==> config.mk <==
export PLATFORM = sky130hd
export DESIGN_NAME = skd_nbr
export DESIGN_NICKNAME = d
export VERILOG_FILES = /design/src/rtl/skd_pkg.sv /design/src/rtl/skd_nbr.sv
export SDC_FILE = /design/constraint.sdc
export NUM_CORES = 1
export LEC_CHECK = 0
export BUFFER_PORTS_ARGS = -buffer_cell sky130_fd_sc_hd__buf_4
export CAP_MARGIN = 25
export CORE_MARGIN = 3
export CORE_UTILIZATION = 50
export DETAILED_ROUTE_END_ITERATION = 7
export PLACE_DENSITY_LB_ADDON = 0.3
export SETUP_SLACK_MARGIN = 0.2
export SLEW_MARGIN = 20
export SYNTH_ARGS = -nofsm -noshare
export SYNTH_HDL_FRONTEND = slang
export SYNTH_SLANG_ARGS = --single-unit
==> constraint.sdc <==
create_clock -name vclk -period 5.4
set_input_delay 1.08 -clock vclk [all_inputs]
set_output_delay 1.08 -clock vclk [all_outputs]
set_load 0.05 [all_outputs]
==> src/rtl/skd_pkg.sv <==
// ----------------------------------------------------------------------------
// skd_pkg
// Shared types and constants of the skeleton and distance labeling block.
// ----------------------------------------------------------------------------
package skd_pkg;

  localparam int unsigned SKD_MAX_WIDTH  = 256;
  localparam int unsigned SKD_MAX_HEIGHT = 256;
  localparam int unsigned MIN_DIM        = 3;

  // commands
  localparam logic [1:0] CMD_LOAD = 2'd0;
  localparam logic [1:0] CMD_RUN  = 2'd1;
  localparam logic [1:0] CMD_READ = 2'd2;

  // configuration register indexes
  localparam logic [1:0] REG_MODE   = 2'd0;
  localparam logic [1:0] REG_WIDTH  = 2'd1;
  localparam logic [1:0] REG_HEIGHT = 2'd2;

  // peel modes
  localparam logic [1:0] MODE_SQUARE = 2'd1;
  localparam logic [1:0] MODE_CROSS  = 2'd2;

  // 3x3 window: taps 0..8, the step after the last tap closes the pixel
  localparam logic [3:0] KTAPS = 4'd9;

  typedef enum logic [1:0] {OFF_M, OFF_Z, OFF_P} off_e;

  typedef struct packed {
    logic in_kernel;
    logic in_bounds;
    logic center;
  } nbr_t;

endpackage

==> src/rtl/skd_nbr.sv <==
// ----------------------------------------------------------------------------
// skd_nbr
// Window tap decoder: neighbor address, kernel membership and frame bounds.
// ----------------------------------------------------------------------------
module skd_nbr #(
  parameter int unsigned RW = 8,
  parameter int unsigned CW = 8,
  parameter int unsigned XW = 9
) (
  input  logic [3:0]          k_i,
  input  logic [RW-1:0]       row_i,
  input  logic [CW-1:0]       col_i,
  input  logic [XW-1:0]       width_i,
  input  logic [XW-1:0]       height_i,
  input  logic                square_i,
  output logic [RW-1:0]       nrow_o,
  output logic [CW-1:0]       ncol_o,
  output skd_pkg::nbr_t       flags_o
);
  import skd_pkg::*;

  off_e dr;
  off_e dc;
  logic valid_tap;
  logic row_ok;
  logic col_ok;

  always_comb begin
    valid_tap = 1'b1;
    dr = OFF_Z;
    dc = OFF_Z;
    case (k_i)
      4'd0: begin dr = OFF_M; dc = OFF_M; end
      4'd1: begin dr = OFF_M; dc = OFF_Z; end
      4'd2: begin dr = OFF_M; dc = OFF_P; end
      4'd3: begin dr = OFF_Z; dc = OFF_M; end
      4'd4: begin dr = OFF_Z; dc = OFF_Z; end
      4'd5: begin dr = OFF_Z; dc = OFF_P; end
      4'd6: begin dr = OFF_P; dc = OFF_M; end
      4'd7: begin dr = OFF_P; dc = OFF_Z; end
      4'd8: begin dr = OFF_P; dc = OFF_P; end
      default: valid_tap = 1'b0;
    endcase
  end

  always_comb begin
    row_ok = 1'b1;
    nrow_o = row_i;
    case (dr)
      OFF_M: begin
        row_ok = (row_i != '0);
        nrow_o = row_i - RW'(1);
      end
      OFF_P: begin
        row_ok = (XW'(row_i) != height_i - XW'(1));
        nrow_o = row_i + RW'(1);
      end
      default: ;
    endcase
    col_ok = 1'b1;
    ncol_o = col_i;
    case (dc)
      OFF_M: begin
        col_ok = (col_i != '0);
        ncol_o = col_i - CW'(1);
      end
      OFF_P: begin
        col_ok = (XW'(col_i) != width_i - XW'(1));
        ncol_o = col_i + CW'(1);
      end
      default: ;
    endcase
  end

  // the cross drops the four diagonal taps
  assign flags_o.in_kernel = valid_tap && (square_i || dr == OFF_Z || dc == OFF_Z);
  assign flags_o.in_bounds = row_ok && col_ok;
  assign flags_o.center    = (dr == OFF_Z) && (dc == OFF_Z);

endmodule

### Word level (Yosys, flattened, before mapping)

Cells that the tools add are included.

* output and inout port bits: 19
* register bits: 0
* input bits: 39
* logic and storage cells: 42

* mux-type cells: 7
* $add $sub $neg: 6
* reduce and logical (&&, ||, !) cells: 15
* eq/ne operators: 14

Operator list (number)
* 8-bit one-hot mux with 2 select lines: 2
* 8-bit by 9-bit inequality test with 1-bit output: 2
* 9-bit by 1-bit subtractor with 9-bit output, second input constant: 2
* 8-bit by 1-bit adder with 8-bit output, second input constant: 2
* 4-bit by 3-bit equality test with 1-bit output, second input constant: 4
* 8-bit nonzero test: 2
* 8-bit by 1-bit subtractor with 8-bit output, second input constant: 2
* 3-bit OR reduction: 4
* 9-bit OR reduction: 1
* 4-bit by 2-bit equality test with 1-bit output, second input constant: 2
* 2-bit one-hot mux with 2 select lines: 2
* 2-bit by 1-bit equality test with 1-bit output, second input constant: 2
* 2-bit equality test, second input constant: 2
* 4-bit by 1-bit equality test with 1-bit output, second input constant: 1
* 4-bit equality test, second input constant: 1
* 2-bit zero test: 2
* 4-bit zero test: 1
* 1-bit one-hot mux with 2 select lines: 2
* 1-bit logical AND: 3
* 1-bit logical OR: 2
* 1-bit two-way mux: 1

### Longest topological paths before layout

* depth after elaboration: 7
* depth in mapped cells: 11
* mapped depth without buffers: 10

### Worst setup path after synthesis

OpenSTA, ideal clock, no wires.

* path kind: input to output
* start point: in k_i[0]
* end point: out ncol_o[7]
* path slack: 322 ps
* required time: 4320 ps
* arrival time: 3998 ps
* cell stages on the path: 10
* cell sequence: buf_2 -> nor3_2 -> and2_1 -> a211oi_2 -> ha_1 -> nor2b_1 -> o31a_1 -> o41ai_2 -> mux2i_1 -> xor2_1

* longest elaborated chain between the ends: 5
* elaborated cells on any way between the ends: 12

RTL lines
* start: declaration: line skd_nbr.sv:10 `input logic [3:0] k_i,`
* 4-bit equality test (tied with other cells): line skd_nbr.sv:32 `case (k_i)`
* 3-bit OR reduction (no source line)
* 2-bit one-hot mux with 2 select lines (*): line skd_nbr.sv:32
* 2-bit equality test / 2-bit zero test (equally long branches): line skd_nbr.sv:62 `case (dc)`
* 8-bit one-hot mux with 2 select lines (*): line skd_nbr.sv:62
* end: declaration: line skd_nbr.sv:17 `output logic [CW-1:0] ncol_o,`

Every way passes the cells marked *; elsewhere a longest branch is shown, timed or not.

### Worst setup path after layout

* start point: in k_i[1]
* end point: out ncol_o[7]

Same word-level chain as after synthesis.

==> qor.yml <==
global_route:
  grt_overflow_total: 0
  grt_pass1_vias: 1465
  antenna_found_initial: 0
  grt_max_degree: 16
  grt_pass1_wl_mm: 6.25
  grtUsageTotal_pct: 20.9
worst_setup_path:
  path_cells: "buf_4, nor3_2, and2_1, a211oi_2, ha_1, a21oi_1, nor2b_1, o31a_1, o41ai_2, mux2i_1, xor2_1, buf_4"
  cp-start-kind: "input port"
  worst_path_max_delay_cell: "a211oi_2"
  slowest_delay_ns: 0.57
  cpMostUsedCell: "buf_4"
  critical_path.top_delay_family: "compound AO/OA/AOI/OAI gates"
  setup.worst_path.end_class: "primary output"
  cp-startpoint: "k_i[1]"
  cp.required_ns: 4.32
  worstSetupEndpoint: "ncol_o[7]"
  worstSetupPathType: "input port to primary output"
  cp_num_buf_inv: 2
  cp_max_fo: 15
  crit_arrival_ns: 3.84
  cp.depth: 12
timing:
  hold_ws_ns: 2.51
  hold_viol_final: 0
  fin_setup_tns_ns: 0
  maxSlewHeadroom_pct: 49.2
  rsz0062_at_grt: "false"
  fmax_ghz: 0.203
  finalCriticalPeriod_ns: 4.92
  setup_viol_count_final: 0
  fin_crit_sh_pct: 91.1
  worstMarginPinSlew_ns: 0.760
  slew_violations: 0
layout:
  clockBufferCount: 0
  nFillCells: 260
  diodes: 0
  design.seq.count: 0
  postLayoutCoreUtil_pct: 68.8
  area_growth_pct: 28.9
  multiInputGateArea_um2: 1440
  num-nets-final: 320
  layout-drive-gt1-share_pct: 27.4
  ff_latch_area_um2: 0
routing:
  wire_per_inst_um: 13.3
  antenna_left: 0
  vias: 1715
  drtIter0Drc: 111
  route.detailed.drc: 0
  viasPerCell: 5.83
  drt-pass1-iter-count: 4
  wirelength_mm: 3.92
logic_synthesis:
  synth.net_count: 268
  netlist_top_cells_count: "nor2_1, xnor2_1, a21oi_1"
  avgSynthCellArea_um2: 7.09
  yosysTopAreaCellShare_pct: 11.6
  yosys.area.top_type: "ha_1"
  synthCells: 213
  ys_seq_area_share_pct: 0
  netlist_area_um2: 1510
  yosysMostFrequentCell: "nor2_1"
  synth_cell_type_count: 49
  synth_area_leaders: "ha_1, xnor2_1, xor2_1"
  ys_warn_count: 0
power:
  ir_worst_vdd_uv: 105
  p_leak_nw: 0.818
  power.density_nw_per_um2: 143
placement:
  gp_congestion: 0.892
  dp_hpwl_mm: 3.33
  numPortBuffers: 58
die:
  initial_core_util_pct: 53.4
  io_pins: 58
  die_y_um: 61.0
  die-area_um2: 3720
  core_region_area_um2: 2830
  rows: 19
  die_w_um: 61.0
cts:
  cts_setup_buffers: 0
  cts_hold_buf: 0
  ctsResizeCount: 0
status:
  status: "finished, final reports clean"
flow_run:
  maxCapViolCount: 0
worst_hold_path:
  hp-class: "input port to primary output"
==> where the power goes <==
part / internal, mW / total, mW / leakage [nW] / switching [mW]
sequential: 0 / 0 / 0 / 0
combinational: 0.107 / 0.278 / 0.818 / 0.171
clock: 0 / 0 / 0 / 0
total: 0.107 / 0.278 / 0.818 / 0.171
==> layout make-up <==
class	instances	share of cell area, %
well taps	31	1.99
repair buffers	58	22.4
multi-input cells	196	73.9
inverters	9	1.74
==> worst min-delay path by stage <==
stage,start,cells past startpoint,to,slack (ns)
after floorplan,col_i[7],1,ncol_o[7],2.43
after global placement,col_i[7],3,ncol_o[7],2.51
after detailed placement,col_i[7],3,ncol_o[7],2.51
after CTS,col_i[7],3,ncol_o[7],2.51
after global routing,col_i[7],3,ncol_o[7],2.52
final,col_i[7],3,ncol_o[7],2.51
==> routing by layer <==
metal / vias to the layer above / GRT usage [%] / wire length [µm] / part of all wire [%]
li1: 883 / - / - / -
met1: 768 / 27.9 / 1830 / 47
met2: 58 / 38.9 / 1850 / 47
met3: 6 / 0.851 / 196 / 5.0
met4: 0 / 0.619 / 44 / 1.1
met5: - / 0 / 0 / 0
==> tightest hold or removal path, cell delays in order <==
cell and delay (ns):
buf_4 0.10, xor2_1 0.06, buf_4 0.18
==> cells in the final DEF (no fill, tap or decap), drive strengths merged, types with 2 or more instances in the layout <==
| cell | netlist | final |
|---|---|---|
| o211a | 2 | 2 |
| a21o | 2 | 2 |
| nor2b | 2 | 2 |
| a211oi | 3 | 3 |
| nand2 | 15 | 15 |
| o41ai | 2 | 2 |
| xor2 | 17 | 17 |
| nor2 | 21 | 21 |
| and2 | 2 | 2 |
| mux2 | 6 | 6 |
| nand3 | 7 | 7 |
| fa | 2 | 2 |
| nor4 | 10 | 10 |
| a31oi | 3 | 3 |
| o21bai | 2 | 2 |
| o21ai | 14 | 14 |
| a21oi | 18 | 18 |
| ha | 14 | 14 |
| nand2b | 4 | 4 |
| nand4 | 2 | 2 |
| inv | 9 | 9 |
| xnor2 | 19 | 19 |
| a221oi | 2 | 2 |
| buf | 6 | 58 |
| mux2i | 2 | 2 |
| nor3 | 14 | 14 |
==> through the flow <==
step | area, µm² | power, mW | instances | setup slack, ns
3_5_place_dp | 1950 | 0.277 | 294 | 0.491
6_report | 1950 | 0.278 | 294 | 0.483
4_1_cts | 1950 | 0.278 | 294 | 0.481
3_3_place_gp | 1950 | 0.274 | 294 | 0.558
2_1_floorplan | 1510 | 0.192 | 213 | 0.322
5_1_grt | 1950 | 0.301 | 294 | 0.314
==> cell families (layout without fill, tap and decap cells) <==
group	after synthesis	count (layout)	share of synthesized area (%)
mux	8	8	5.80
simple gates	79	79	27.6
xor+xnor	36	36	21.4
fa+ha+maj	16	16	14.3
buf+inv	17	67	4.72
compound gates	57	57	26.3
Power figures use the tool's default switching activity.
